$ cat src/hw/rtl/mau_pkg.sv
// Shared types, widths and helpers of the attitude update core.
// No dependencies; imported by mau_mul, mau_vnorm and the core top level.
package mau_pkg;

    // serial multiplier operand and product widths
    localparam int MUL_W  = 34;
    localparam int PROD_W = 2 * MUL_W;

    // handshake between the sequencer and the normalizer
    typedef struct packed {
        logic start;
        logic four;     // 4 components, else 3
    } vn_ctl_t;

    typedef struct packed {
        logic done;
        logic ok;       // vector was nonzero
    } vn_sts_t;

    function automatic logic signed [31:0] sat32(input logic signed [PROD_W-1:0] v);
        logic signed [31:0] r;
        if (v > PROD_W'(64'sh7fff_ffff))
            r = 32'sh7fff_ffff;
        else if (v < -PROD_W'(64'sh8000_0000))
            r = -32'sh8000_0000;
        else
            r = v[31:0];
        return r;
    endfunction

endpackage

$ cat src/hw/rtl/mau_mul.sv
// Shift-add signed multiplier, one multiplier bit per cycle.
// Depends on mau_pkg.
module mau_mul
    import mau_pkg::*;
(
    input  logic                     clk,
    input  logic                     rst_n,
    input  logic                     start,
    input  logic signed [MUL_W-1:0]  opa,
    input  logic signed [MUL_W-1:0]  opb,
    output logic                     done,
    output logic signed [PROD_W-1:0] prod
);
    localparam int CW = $clog2(MUL_W);

    logic signed [PROD_W-1:0] mcand_reg;
    logic signed [PROD_W-1:0] acc_reg;
    logic        [MUL_W-1:0]  mplier_reg;
    logic        [CW-1:0]     cnt_reg;
    logic                     busy_reg;
    logic                     done_reg;
    logic                     last;

    assign last = (cnt_reg == CW'(MUL_W - 1));

    always_ff @(posedge clk or negedge rst_n)
    begin
        if (!rst_n)
        begin
            busy_reg <= 1'b0;
            done_reg <= 1'b0;
        end
        else
        begin
            done_reg <= 1'b0;
            if (start)
            begin
                busy_reg <= 1'b1;
            end
            else if (busy_reg && last)
            begin
                busy_reg <= 1'b0;
                done_reg <= 1'b1;
            end
        end
    end

    always_ff @(posedge clk)
    begin
        if (start)
        begin
            mcand_reg  <= PROD_W'(opa);
            mplier_reg <= opb;
            acc_reg    <= '0;
            cnt_reg    <= '0;
        end
        else if (busy_reg)
        begin
            // sign bit of the multiplier carries negative weight
            if (mplier_reg[0])
                acc_reg <= last ? acc_reg - mcand_reg : acc_reg + mcand_reg;
            mcand_reg  <= mcand_reg <<< 1;
            mplier_reg <= mplier_reg >> 1;
            cnt_reg    <= cnt_reg + 1'b1;
        end
    end

    assign done = done_reg;
    assign prod = acc_reg;

endmodule

$ cat config.mk
export PLATFORM = sky130hd
export DESIGN_NAME = mau_mul
export DESIGN_NICKNAME = d
export VERILOG_FILES = /design/src/hw/rtl/mau_pkg.sv /design/src/hw/rtl/mau_mul.sv
export SDC_FILE = /design/constraint.sdc
export NUM_CORES = 1
export LEC_CHECK = 0
export ABC_AREA = 1
export BUFFER_PORTS_ARGS = -buffer_cell sky130_fd_sc_hd__buf_2
export CAP_MARGIN = 40
export CORE_ASPECT_RATIO = 0.75
export CORE_MARGIN = 10
export CORE_UTILIZATION = 55
export DETAILED_ROUTE_END_ITERATION = 10
export GPL_TIMING_DRIVEN = 0
export PLACE_DENSITY_LB_ADDON = 0.05
export SYNTH_ARGS = -nofsm -noshare
export SYNTH_HDL_FRONTEND = slang
export SYNTH_SLANG_ARGS = --single-unit
$ cat constraint.sdc
create_clock -name clk -period 4.8 [get_ports clk]
set_clock_uncertainty 0.05 [all_clocks]
set_input_delay 0.72 -clock clk [delete_from_list [all_inputs] [get_ports clk]]
set_output_delay 0.72 -clock clk [all_outputs]
set_load 0.01 [all_outputs]
==> key figures <==
Place
  – Inst Count DP: between 2000 and 3000
  – Final Wtd Congestion: between 1 and 1.5
  – HPWL after detailed placement: 43200 microns
  – Port Buffers: 138

Floorplanning
  – Die Y: 163 microns
  – Row count: 52
  – CORE AREA: around 27000 sq um
  – Starting Density: between 50 and 60%
  – I/O pin total: 140
  – Total Die Area: roughly 34000 sq um
  – Die width: between 200 and 250 microns

Clock tree
  – Setup bufs post-CTS: 0
  – Clock root cell: clkbuf_16
  – Clk slew on worst S/H paths: roughly 0.090 ns
  – Htree depth: 4
  – Clock buffer depth: 2
  – Total CTS buffers: 17
  – Clock Sinks: about 180
  – CTS tree: yes
  – Clk_lat worst skew: 0.46 ns

Critical path
  – Slowest cell on the critical path: dfxtp_1
  – Crit. path cell count: 22
  – Critical Path AT: ~4.8 ns
  – Buf/Inv on CP: 5
  – Setup crit end kind: register
  – CP top delay family: simple AND/OR/NAND/NOR gates
  – Setup CP Type: register to register
  – CP most frequent cell: nand2_1
  – Worst path max stage delay: ~0.4 ns
  – Data required time at the worst endpoint: slightly above 5 ns
  – Startpoint class of the critical path: register
  – CP max FO: 10
  – Cells on worst reg2reg path: 22
  – Worst-path cell chain: ha_1 -> nand3_1 -> inv_2 -> buf_2 -> buf_2 -> nor2_1 -> xor2_1 -> ha_1 -> nand2_1 -> inv_1 -> a21oi_1 -> nor2_1 -> nor2_1 -> nand2_1 -> nand2_1 -> nand2_1 -> nand2_1 -> nand2_1 -> nand2_1 -> nand3_1 -> nand2_1 -> inv_1

Yosys
  – Number of synthesized register bits: 178
  – Mapped cell area: about 15000 sq um
  – Yosys top cell by area: edfxtp_1
  – Post-synth ARST share: between 1 and 1.5%
  – Post-Syn Area per Cell: around 6.2 sq um
  – Post-synth cell types: between 40 and 50
  – Syn Nets: 2544
  – Post-synth EDFFs: ~100
  – Top cells by area in the synthesized netlist: edfxtp_1 20%, nand2_1 18%, inv_1 10%, dfxtp_1 9.9%, nor2_1 9.5%
  – Yosys top cell area share: approximately a fifth
  – Ys flop type: edfxtp_1
  – Gate count of the mapped netlist: ~2400
  – Post-synth top cells: 714 x nand2_1, 403 x inv_1, 378 x nor2_1
  – Sequential fraction of the synthesis area: between 30% and 40%
  – Count leader, synth: nand2_1
  – Yosys warnings: 0

Global route
  – Remaining global-route overflow: 0
  – Largest net degree at the start of global routing: about 70
  – GR Util All Layers: a little under a third
  – First-pass GRT wire length: 79600 microns
  – Initial antenna violation count: 0
  – Vias in the first global route: 14600

Drt
  – Post-route DRC: 0
  – First-pass DRT Iterations: 6
  – Vias: 15700
  – Met3 WL: roughly 5700 microns
  – Routed len/inst: between 15 and 20 microns
  – Max layer used: met4
  – Final ANT Viol Nets: 0
  – Post-Route WL: 52300 microns
  – M1 WL: approximately 24000 microns
  – Met2 WL post-DR: about 22000 microns
  – 1st-iter DRT viols: about 1600
  – Via density: 5.37

Pwr
  – LEAKAGE: roughly 9 nW
  – Pwr/cell area: 312 nW/um^2
  – Maximum vdd ir drop: ~0.00036 V
  – Pwr Total: about 0.0052 W

Timing
  – Tcrit/Tclk final: 93.6%
  – # setup viols final: 0
  – Max Freq: around 220 MHz
  – Max-slew violations: 0
  – Hold Slack: between 0.4 and 0.5 ns
  – Post-layout minimum cycle time: roughly 4.5 ns
  – Rel. slew slack: between 40% and 50%
  – RSZ-0062 raised after global routing: no
  – Setup TNS: 0 ns
  – Worst-Margin Slew: around 0.80 ns
  – Hold Violations, Final: 0

Final layout
  – Layout Cells excl Fill: between 2000 and 3000
  – Number of fill cells: around 2600
  – N_diodes: 0
  – Nets: ~2700
  – Final core utilization: ~62%
  – Layout area overhead: 11.8%
  – Layout cells sized above 1: 9.75%

Worst hold path
  – Hold depth: 2
  – Hold Path Class: register to register

Flow run
  – Max-cap viol count: 0

Status
  – Status: finished, final reports clean
timing repair:
action	CTS	global route
gates resized for setup	0	0
hold buffers	1	0
hold endpoints to repair	2	0
worst reg2reg max path, cell delays in order (launching register included):
cell and delay, ns:
dfxtp_1 0.40, ha_1 0.17, nand3_1 0.35, inv_2 0.30, buf_2 0.32, buf_2 0.34, nor2_1 0.11, xor2_1 0.40
ha_1 0.37, nand2_1 0.15, inv_1 0.05, a21oi_1 0.20, nor2_1 0.08, nor2_1 0.09, nand2_1 0.12, nand2_1 0.09
nand2_1 0.24, nand2_1 0.23, nand2_1 0.07, nand2_1 0.06, nand3_1 0.06, nand2_1 0.08, inv_1 0.04
kinds of logic (layout without fill, tap and decap cells):
kind of cell	Yosys count	in the layout	synth area share [%]
compound gates	283	283	9.99
xor+xnor	100	100	5.86
fa+ha+maj	71	71	5.99
buf+inv	483	655	12.2
flops	178	178	30.7
simple gates	1287	1287	35.2
power breakdown:
part           switching (W)  leakage [nW]  total [W]  internal, W
combinational        0.00124          7.11    0.00183     0.000585
sequential          0.000149          1.76    0.00193      0.00178
clock               0.000757         0.285    0.00146     0.000703
total                0.00215          9.15    0.00521      0.00307
final cells by class:
cell class / count / area, sq um / share of cell area (%)
inverter: 431 / 1620 / 9.67
clock buffer: 18 / 429 / 2.57
buffer: 52 / 213 / 1.27
clock inverter: 14 / 166 / 0.995
timing repair buffer: 140 / 728 / 4.35
sequential: 178 / 4590 / 27.5
multi-input combinational: 1741 / 8530 / 51.0
tap: 351 / 439 / 2.63
path summary, 6_finish.rpt:
check | start | to | slack (ns)
max | cnt_reg[0]$_SDFFE_PP0P_ | prod[64]$_SDFFE_PP0P_ | 0.31
min | cnt_reg[4]$_SDFFE_PP0P_ | cnt_reg[4]$_SDFFE_PP0P_ | 0.46
max reg2reg | cnt_reg[0]$_SDFFE_PP0P_ | prod[64]$_SDFFE_PP0P_ | 0.31
min reg2reg | cnt_reg[4]$_SDFFE_PP0P_ | cnt_reg[4]$_SDFFE_PP0P_ | 0.46
max in group asynchronous | rst_n | done$_DFF_PN0_ | 4.09
min in group asynchronous | rst_n | busy_reg$_DFFE_PN0P_ | 0.52
metal layers:
metal,global-route usage [%],vias to the layer above
li1,-,7789
met1,41.9,7144
met2,44.9,694
met3,8.08,74
met4,8.18,0
met5,0,-
metrics by stage:
stage          setup WS, ns  instance area, sq um
2_1_floorplan          1.02                 15000
3_3_place_gp         -0.333                 16100
3_5_place_dp          0.504                 16100
4_1_cts               0.492                 16700
5_1_grt              0.0933                 16700
6_report              0.309                 16700
placed cells by master, fill, tap and decap left out, drive strengths merged, types with 2 or more instances in the layout:
master  synthesis  layout
nand2         723     723
inv           429     435
nor2          396     396
o21ai         172     172
buf            16     155
edfxtp        102     102
nand3         102     102
xor2           99      99
a21oi          98      98
dfxtp          74      74
ha             70      70
clkbuf         36      54
nor3           24      24
nand4          22      22
nor4            9       9
clkinv          2       9
o21bai          7       7
and2            5       5
nand3b          4       4
dfrtp           2       2
a31oi           2       2
Power figures use the tool's default switching activity.
