[src/hw/rtl/mau_pkg.sv]
// Shared types, widths and helpers of the attitude update core.
// No dependencies; imported by mau_mul, mau_vnorm and the core top level.
package mau_pkg;

    // serial multiplier operand and product widths
    localparam int MUL_W  = 34;
    localparam int PROD_W = 2 * MUL_W;

    // handshake between the sequencer and the normalizer
    typedef struct packed {
        logic start;
        logic four;     // 4 components, else 3
    } vn_ctl_t;

    typedef struct packed {
        logic done;
        logic ok;       // vector was nonzero
    } vn_sts_t;

    function automatic logic signed [31:0] sat32(input logic signed [PROD_W-1:0] v);
        logic signed [31:0] r;
        if (v > PROD_W'(64'sh7fff_ffff))
            r = 32'sh7fff_ffff;
        else if (v < -PROD_W'(64'sh8000_0000))
            r = -32'sh8000_0000;
        else
            r = v[31:0];
        return r;
    endfunction

endpackage

[src/hw/rtl/mau_mul.sv]
// Shift-add signed multiplier, one multiplier bit per cycle.
// Depends on mau_pkg.
module mau_mul
    import mau_pkg::*;
(
    input  logic                     clk,
    input  logic                     rst_n,
    input  logic                     start,
    input  logic signed [MUL_W-1:0]  opa,
    input  logic signed [MUL_W-1:0]  opb,
    output logic                     done,
    output logic signed [PROD_W-1:0] prod
);
    localparam int CW = $clog2(MUL_W);

    logic signed [PROD_W-1:0] mcand_reg;
    logic signed [PROD_W-1:0] acc_reg;
    logic        [MUL_W-1:0]  mplier_reg;
    logic        [CW-1:0]     cnt_reg;
    logic                     busy_reg;
    logic                     done_reg;
    logic                     last;

    assign last = (cnt_reg == CW'(MUL_W - 1));

    always_ff @(posedge clk or negedge rst_n)
    begin
        if (!rst_n)
        begin
            busy_reg <= 1'b0;
            done_reg <= 1'b0;
        end
        else
        begin
            done_reg <= 1'b0;
            if (start)
            begin
                busy_reg <= 1'b1;
            end
            else if (busy_reg && last)
            begin
                busy_reg <= 1'b0;
                done_reg <= 1'b1;
            end
        end
    end

    always_ff @(posedge clk)
    begin
        if (start)
        begin
            mcand_reg  <= PROD_W'(opa);
            mplier_reg <= opb;
            acc_reg    <= '0;
            cnt_reg    <= '0;
        end
        else if (busy_reg)
        begin
            // sign bit of the multiplier carries negative weight
            if (mplier_reg[0])
                acc_reg <= last ? acc_reg - mcand_reg : acc_reg + mcand_reg;
            mcand_reg  <= mcand_reg <<< 1;
            mplier_reg <= mplier_reg >> 1;
            cnt_reg    <= cnt_reg + 1'b1;
        end
    end

    assign done = done_reg;
    assign prod = acc_reg;

endmodule

[src/hw/rtl/mau_vnorm.sv]
// Vector normalizer: power-of-two prescale, serial squares, bit-serial
// square root and restoring division. Depends on mau_pkg, mau_mul.
module mau_vnorm
    import mau_pkg::*;
(
    input  logic                     clk,
    input  logic                     rst_n,
    input  vn_ctl_t                  ctl,
    input  logic signed [PROD_W-1:0] vec [4],
    output vn_sts_t                  sts,
    output logic signed [31:0]       res [4]
);
    typedef enum logic [6:0] {
        V_IDLE = 7'b0000001,
        V_CHK  = 7'b0000010,
        V_SQI  = 7'b0000100,
        V_SQW  = 7'b0001000,
        V_SQRT = 7'b0010000,
        V_DVI  = 7'b0100000,
        V_DVS  = 7'b1000000
    } vstate_t;

    localparam int DN_W = 60;

    vstate_t             state_reg;
    logic [PROD_W-1:0]   mag_reg [4];
    logic [3:0]          neg_reg;
    logic [1:0]          idx_reg;
    logic [63:0]         sum_reg;
    logic [63:0]         sx_reg, sr_reg, sb_reg;
    logic [DN_W-1:0]     dn_reg;
    logic [32:0]         rem_reg;
    logic [5:0]          cnt_reg;
    logic                done_reg, ok_reg;
    logic signed [31:0]  res_reg [4];

    logic [PROD_W-1:0]   mx;
    logic [63:0]         st;
    logic [32:0]         dt;
    logic                dge;
    logic [DN_W-1:0]     dn_next;
    logic                mul_start, mul_done;
    logic signed [PROD_W-1:0] mul_prod;

    always_comb
    begin
        mx = mag_reg[0];
        for (int i = 1; i < 4; i++)
            if (mag_reg[i] > mx)
                mx = mag_reg[i];
    end

    assign st      = sr_reg + sb_reg;
    assign dt      = {rem_reg[31:0], dn_reg[DN_W-1]};
    assign dge     = (dt >= {1'b0, sr_reg[31:0]});
    assign dn_next = {dn_reg[DN_W-2:0], dge};
    assign mul_start = (state_reg == V_SQI);

    mau_mul u_sq (
        .clk   (clk),
        .rst_n (rst_n),
        .start (mul_start),
        .opa   (MUL_W'(mag_reg[idx_reg][29:0])),
        .opb   (MUL_W'(mag_reg[idx_reg][29:0])),
        .done  (mul_done),
        .prod  (mul_prod)
    );

    always_ff @(posedge clk or negedge rst_n)
    begin
        if (!rst_n)
        begin
            state_reg <= V_IDLE;
            done_reg  <= 1'b0;
            ok_reg    <= 1'b0;
        end
        else
        begin
            done_reg <= 1'b0;
            unique case (state_reg)
                V_IDLE: if (ctl.start) state_reg <= V_CHK;
                V_CHK:
                begin
                    if (mx == '0)
                    begin
                        done_reg  <= 1'b1;
                        ok_reg    <= 1'b0;
                        state_reg <= V_IDLE;
                    end
                    else if (mx < PROD_W'(64'h4000_0000) && mx >= PROD_W'(64'h2000_0000))
                        state_reg <= V_SQI;
                end
                V_SQI: state_reg <= V_SQW;
                V_SQW:
                    if (mul_done)
                        state_reg <= (idx_reg == 2'd3) ? V_SQRT : V_SQI;
                V_SQRT: if (sb_reg == 64'd1) state_reg <= V_DVI;
                V_DVI:  state_reg <= V_DVS;
                V_DVS:
                    if (cnt_reg == 6'(DN_W - 1))
                    begin
                        if (idx_reg == 2'd3)
                        begin
                            done_reg  <= 1'b1;
                            ok_reg    <= 1'b1;
                            state_reg <= V_IDLE;
                        end
                        else
                            state_reg <= V_DVI;
                    end
                default: state_reg <= V_IDLE;
            endcase
        end
    end

    always_ff @(posedge clk)
    begin
        unique case (state_reg)
            V_IDLE:
                if (ctl.start)
                begin
                    for (int i = 0; i < 4; i++)
                    begin
                        neg_reg[i] <= vec[i][PROD_W-1];
                        if (i == 3 && !ctl.four)
                            mag_reg[i] <= '0;
                        else
                            mag_reg[i] <= vec[i][PROD_W-1] ? PROD_W'(-vec[i])
                                                           : PROD_W'(vec[i]);
                    end
                end
            V_CHK:
            begin
                // bring the largest magnitude into [2^29, 2^30)
                if (mx >= PROD_W'(64'h4000_0000))
                    for (int i = 0; i < 4; i++) mag_reg[i] <= mag_reg[i] >> 1;
                else if (mx < PROD_W'(64'h2000_0000))
                    for (int i = 0; i < 4; i++) mag_reg[i] <= mag_reg[i] << 1;
                idx_reg <= '0;
                sum_reg <= '0;
            end
            V_SQI: ;
            V_SQW:
                if (mul_done)
                begin
                    sum_reg <= sum_reg + mul_prod[63:0];
                    idx_reg <= idx_reg + 1'b1;
                    if (idx_reg == 2'd3)
                    begin
                        sx_reg <= sum_reg + mul_prod[63:0];
                        sr_reg <= '0;
                        sb_reg <= 64'h4000_0000_0000_0000;
                    end
                end
            V_SQRT:
            begin
                if (sx_reg >= st)
                begin
                    sx_reg <= sx_reg - st;
                    sr_reg <= (sr_reg >> 1) + sb_reg;
                end
                else
                    sr_reg <= sr_reg >> 1;
                sb_reg  <= sb_reg >> 2;
                idx_reg <= '0;
            end
            V_DVI:
            begin
                dn_reg  <= {mag_reg[idx_reg][29:0], 30'd0};
                rem_reg <= '0;
                cnt_reg <= '0;
            end
            V_DVS:
            begin
                rem_reg <= dge ? dt - {1'b0, sr_reg[31:0]} : dt;
                dn_reg  <= dn_next;
                cnt_reg <= cnt_reg + 1'b1;
                if (cnt_reg == 6'(DN_W - 1))
                begin
                    res_reg[idx_reg] <= neg_reg[idx_reg] ? -dn_next[31:0] : dn_next[31:0];
                    idx_reg <= idx_reg + 1'b1;
                end
            end
            default: ;
        endcase
    end

    assign sts.done = done_reg;
    assign sts.ok   = ok_reg;
    assign res      = res_reg;

endmodule

[config.mk]
export PLATFORM = sky130hd
export DESIGN_NAME = mau_vnorm
export DESIGN_NICKNAME = d
export VERILOG_FILES = /design/src/hw/rtl/mau_pkg.sv /design/src/hw/rtl/mau_mul.sv /design/src/hw/rtl/mau_vnorm.sv
export SDC_FILE = /design/constraint.sdc
export NUM_CORES = 2
export LEC_CHECK = 0
export BUFFER_PORTS_ARGS = -buffer_cell sky130_fd_sc_hd__clkbuf_2
export CELL_PAD_IN_SITES_DETAIL_PLACEMENT = 1
export CELL_PAD_IN_SITES_GLOBAL_PLACEMENT = 1
export CORE_MARGIN = 3
export CORE_UTILIZATION = 49
export CTS_CLUSTER_DIAMETER = 40
export DETAILED_ROUTE_END_ITERATION = 8
export PLACE_DENSITY = 0.93
export SYNTH_ARGS = -nofsm -noshare
export SYNTH_HDL_FRONTEND = slang
export SYNTH_SLANG_ARGS = --single-unit
[constraint.sdc]
create_clock -name clk -period 15.55 [get_ports clk]
set_input_delay 1.555 -clock clk [delete_from_list [all_inputs] [get_ports clk]]
set_output_delay 1.555 -clock clk [all_outputs]
set_load 0.01 [all_outputs]
==> impl_results.rst <==
.. list-table::
   :header-rows: 1

   * - Metric
     - Value
   * - Outcome
     - completed
   * - Storage cell area
     - around 26000 um^2
   * - Required time at the worst-slack endpoint
     - between 15000 and 20000 ps
   * - Unique cell type count in the Yosys netlist
     - approximately 100
   * - Peak fanout along the critical path
     - 73
   * - Critical path buffer and inverter count
     - 5
   * - Overflow after GRT
     - 0
   * - Post-route clock skew
     - roughly 51 ps
   * - Vias after detailed routing
     - 62100
   * - Most repeated cell in the gate-level netlist after synthesis
     - sky130_fd_sc_hd__edfxtp_1
   * - I/O pin count
     - about 410
   * - Number of nets in the layout
     - 8030
   * - Number of fill cells in the layout
     - roughly 15000
   * - Library cell contributing the largest single delay on the critical path
     - sky130_fd_sc_hd__buf_4
   * - Least-Margin Pin Slew
     - roughly 1300 ps
   * - DP Worst Slack
     - approximately 2400 ps
   * - Post-detailed-route count of antenna-violating nets
     - 0
   * - Post-route total power
     - between 0.006 and 0.007 W
   * - Final Worst Setup Slack
     - between 1500 and 2000 ps
   * - Setup crit end kind
     - register
   * - Leakage power
     - 30.9 nW
   * - Post-route cell area
     - 74800 um^2
   * - YS warnings
     - 0
   * - Xor-xnor portion of the synthesized cell area
     - 0.0892
   * - Max-slew violation count
     - 0
   * - Simple-gate share of the synthesized area
     - 0.162
   * - Final setup TNS
     - 0 ps
   * - Postcts setup bufs
     - 0
   * - Mean instance size in the synthesized netlist
     - around 9.5 um^2
   * - Half-perimeter wire length after detailed placement
     - around 180000 um
   * - Clock net sink count
     - just over 900
   * - Post-synth ARST share
     - 0.0122
   * - DRT Pass-1 Iters
     - 7
   * - Minimum clock period
     - between 10000 and 15000 ps
   * - Post-detailed-route DRC marker count
     - 0
   * - Largest register FFs
     - 272
   * - Achievable frequency
     - 0.0724 GHz
   * - Number of cells on the worst hold path
     - 2
   * - Worst slew slack as a fraction of its limit
     - 0.0968
   * - Kind of path behind the tightest hold check
     - register to register
   * - Post-CTS sizing
     - 0
   * - Most repeated library cell on the critical path
     - sky130_fd_sc_hd__buf_4
   * - Total CTS buffers
     - about 160
   * - Cell accounting for the most synthesized area
     - sky130_fd_sc_hd__edfxtp_1
   * - Ranking of synthesized cells by instance count
     - 785 x sky130_fd_sc_hd__edfxtp_1, 783 x sky130_fd_sc_hd__nand2_1, 554 x sky130_fd_sc_hd__nor2_1
   * - Wire length of the first global-routing pass
     - 397000 um
   * - Horizontal die dimension
     - ~370 um
   * - H-tree levels
     - 4
   * - Die outline area
     - 138000 um^2
   * - Standard-cell rows
     - roughly 130
   * - Layout cells sized above 1
     - 0.116
   * - Core region area
     - approximately 130000 um^2
   * - Largest family of logic cells by synthesized area
     - compound AO/OA/AOI/OAI gates
   * - Worst hold-check slack
     - approximately 510 ps
   * - Number of standard cells after synthesis
     - between 6000 and 7000
   * - Worst-skew pair later-pin latency
     - around 820 ps
   * - Flip-flop cell with the highest count after synthesis
     - sky130_fd_sc_hd__edfxtp_1
   * - Dpl cell area
     - between 60000 and 70000 um^2
   * - Initial drt markers
     - around 7000
   * - R2r worst-path depth
     - 35
   * - Cell Pwr Density
     - 87.3 nW/um^2
   * - Total length of routed wires
     - 264000 um
   * - Initial antenna violation count
     - 17
   * - Top cells by area in the synthesized netlist
     - sky130_fd_sc_hd__edfxtp_1 36%, sky130_fd_sc_hd__ha_1 9.6%, sky130_fd_sc_hd__xor2_1 5.4%
   * - Count of hold-fix buffers inserted at cts
     - 0
   * - Total count of hold-check failures in the final report
     - 0
   * - Post-synth EDFFs
     - roughly 800
   * - Vias per cell
     - 6.78
   * - Worst IR drop on VDD
     - 0.0722 mV
   * - Combined area of the multi-input logic cells
     - between 30000 and 40000 um^2
   * - Period Utilization, post-route
     - 0.888
   * - Mapped Nets
     - slightly below 8000
   * - Post-synth top area share
     - 0.360
   * - Critical path launch point type
     - register
   * - Input/output buffers
     - a little over 400
   * - Cell at the root of the clock tree
     - sky130_fd_sc_hd__clkbuf_16
   * - Delay contributed by the slowest stage of the critical path
     - a little over 800 ps
   * - Area growth syn-to-layout
     - 14.1%
   * - CTS tree
     - built
   * - Average wire per cell in the routed design
     - between 20 and 30 um
   * - Multiplexer fraction of the synthesized cell area
     - 0.0294
   * - Number of buffers on the longest clock path
     - 3
   * - Fraction of the mapped netlist area in adder cells
     - 0.0976
   * - Global placement routability congestion
     - a little over 1
   * - Class of the most critical setup path
     - register to register
   * - RSZ-0062 raised after global routing
     - false
   * - Die height
     - 372 um
   * - Netlist area before placement
     - about 66000 um^2
   * - Dominant delay contributor by cell family on the critical path
     - compound AO/OA/AOI/OAI gates
   * - Starting Density
     - 0.496
   * - Clock Pin Slew Worst Setup and Hold Paths
     - 50 ps
   * - Portion of the post-synthesis area used by sequential elements
     - 0.397
   * - Vias in the first global route
     - 65700
   * - Combined global-route utilization of all metal layers
     - 0.371
   * - Signal arrival time at the worst endpoint
     - around 14000 ps
   * - FF+latch count, synth
     - about 900
   * - Largest net degree at the start of global routing
     - approximately 190
   * - Max-cap viol count
     - 0
   * - Number of stages on the worst setup path
     - 35
   * - Final setup viols
     - 0
   * - Area fraction in compound gates after synthesis
     - 0.195
[per-layer routing]
layer / vias up / GRT usage / wire [um]
met5: - / 0 / 33
met4: 6 / 0.300 / 24900
met3: 1265 / 0.0734 / 20600
met2: 3585 / 0.639 / 129000
met1: 30600 / 0.396 / 90000
li1: 26600 / - / -
[worst paths after layout]
| check | slack, ps | end | startpoint |
|---|---|---|---|
| min | 510 | u_sq.prod[33] | u_sq.prod[33] |
| min in group asynchronous | 720 | done_reg | rst_n |
| min reg2reg | 510 | u_sq.prod[33] | u_sq.prod[33] |
| max in group asynchronous | 14420 | state_reg[0] | rst_n |
| max reg2reg | 1740 | mag_reg[0][17] | mag_reg[1][27] |
| max | 1740 | mag_reg[0][17] | mag_reg[1][27] |
[cells by family after synthesis]
group                    after synthesis
AO/OA/AOI/OAI                       1948
XOR/XNOR                             667
adder cells (fa/ha/maj)              509
buffers and inverters                501
flip-flops                           905
multiplexers                         153
AND/OR/NAND/NOR                     2234
[worst min-delay path: cells and delay by family (launching register included)]
| kind | cells | cell delay, ps |
|---|---|---|
| AO/OA/AOI/OAI | 1 | 50 |
| flip-flops | 1 | 340 |
| AND/OR/NAND/NOR | 1 | 70 |
[metrics by stage]
step                utilization  instances
detailed placement        0.523       8839
CTS                       0.565       9135
finish                    0.566       9152
global route              0.565       9137
global placement          0.523       8839
floorplan                     -       6917
[power by group]
group	internal, W	leakage (nW)	switching, W	total [W]
clock network	0.00230	2.70	0.00140	0.00371
registers	0.00261	7.73	0	0.00261
logic	0.0000726	20.5	0.000141	0.000214
[cell type report]
class / instances / share of cell area
diodes: 17 / 0.000569
well taps: 1755 / 0.0294
clock inverters: 122 / 0.0186
repair buffers: 458 / 0.0328
multi-input cells: 5511 / 0.504
flip-flops and latches: 905 / 0.348
clock buffers: 174 / 0.0555
inverters: 210 / 0.0106
[cells in the final DEF, fill, tap and decap left out, types with 98 or more instances in the layout]
| master | n |
|---|---|
| sky130_fd_sc_hd__nor2_1 | 552 |
| sky130_fd_sc_hd__a22oi_1 | 174 |
| sky130_fd_sc_hd__dfxtp_1 | 108 |
| sky130_fd_sc_hd__xnor2_1 | 260 |
| sky130_fd_sc_hd__o21ai_1 | 203 |
| sky130_fd_sc_hd__edfxtp_1 | 785 |
| sky130_fd_sc_hd__inv_1 | 204 |
| sky130_fd_sc_hd__ha_1 | 505 |
| sky130_fd_sc_hd__o31ai_1 | 116 |
| sky130_fd_sc_hd__o21ai_0 | 302 |
| sky130_fd_sc_hd__a21oi_1 | 381 |
| sky130_fd_sc_hd__xor2_1 | 407 |
| sky130_fd_sc_hd__a221o_1 | 98 |
| sky130_fd_sc_hd__clkbuf_16 | 163 |
| sky130_fd_sc_hd__and2_1 | 99 |
| sky130_fd_sc_hd__a21o_1 | 240 |
| sky130_fd_sc_hd__nand4_1 | 107 |
| sky130_fd_sc_hd__mux2i_1 | 116 |
| sky130_fd_sc_hd__clkbuf_2 | 405 |
| sky130_fd_sc_hd__nor3_1 | 121 |
| sky130_fd_sc_hd__nand2_1 | 776 |
(Power assumes the default switching activity.)
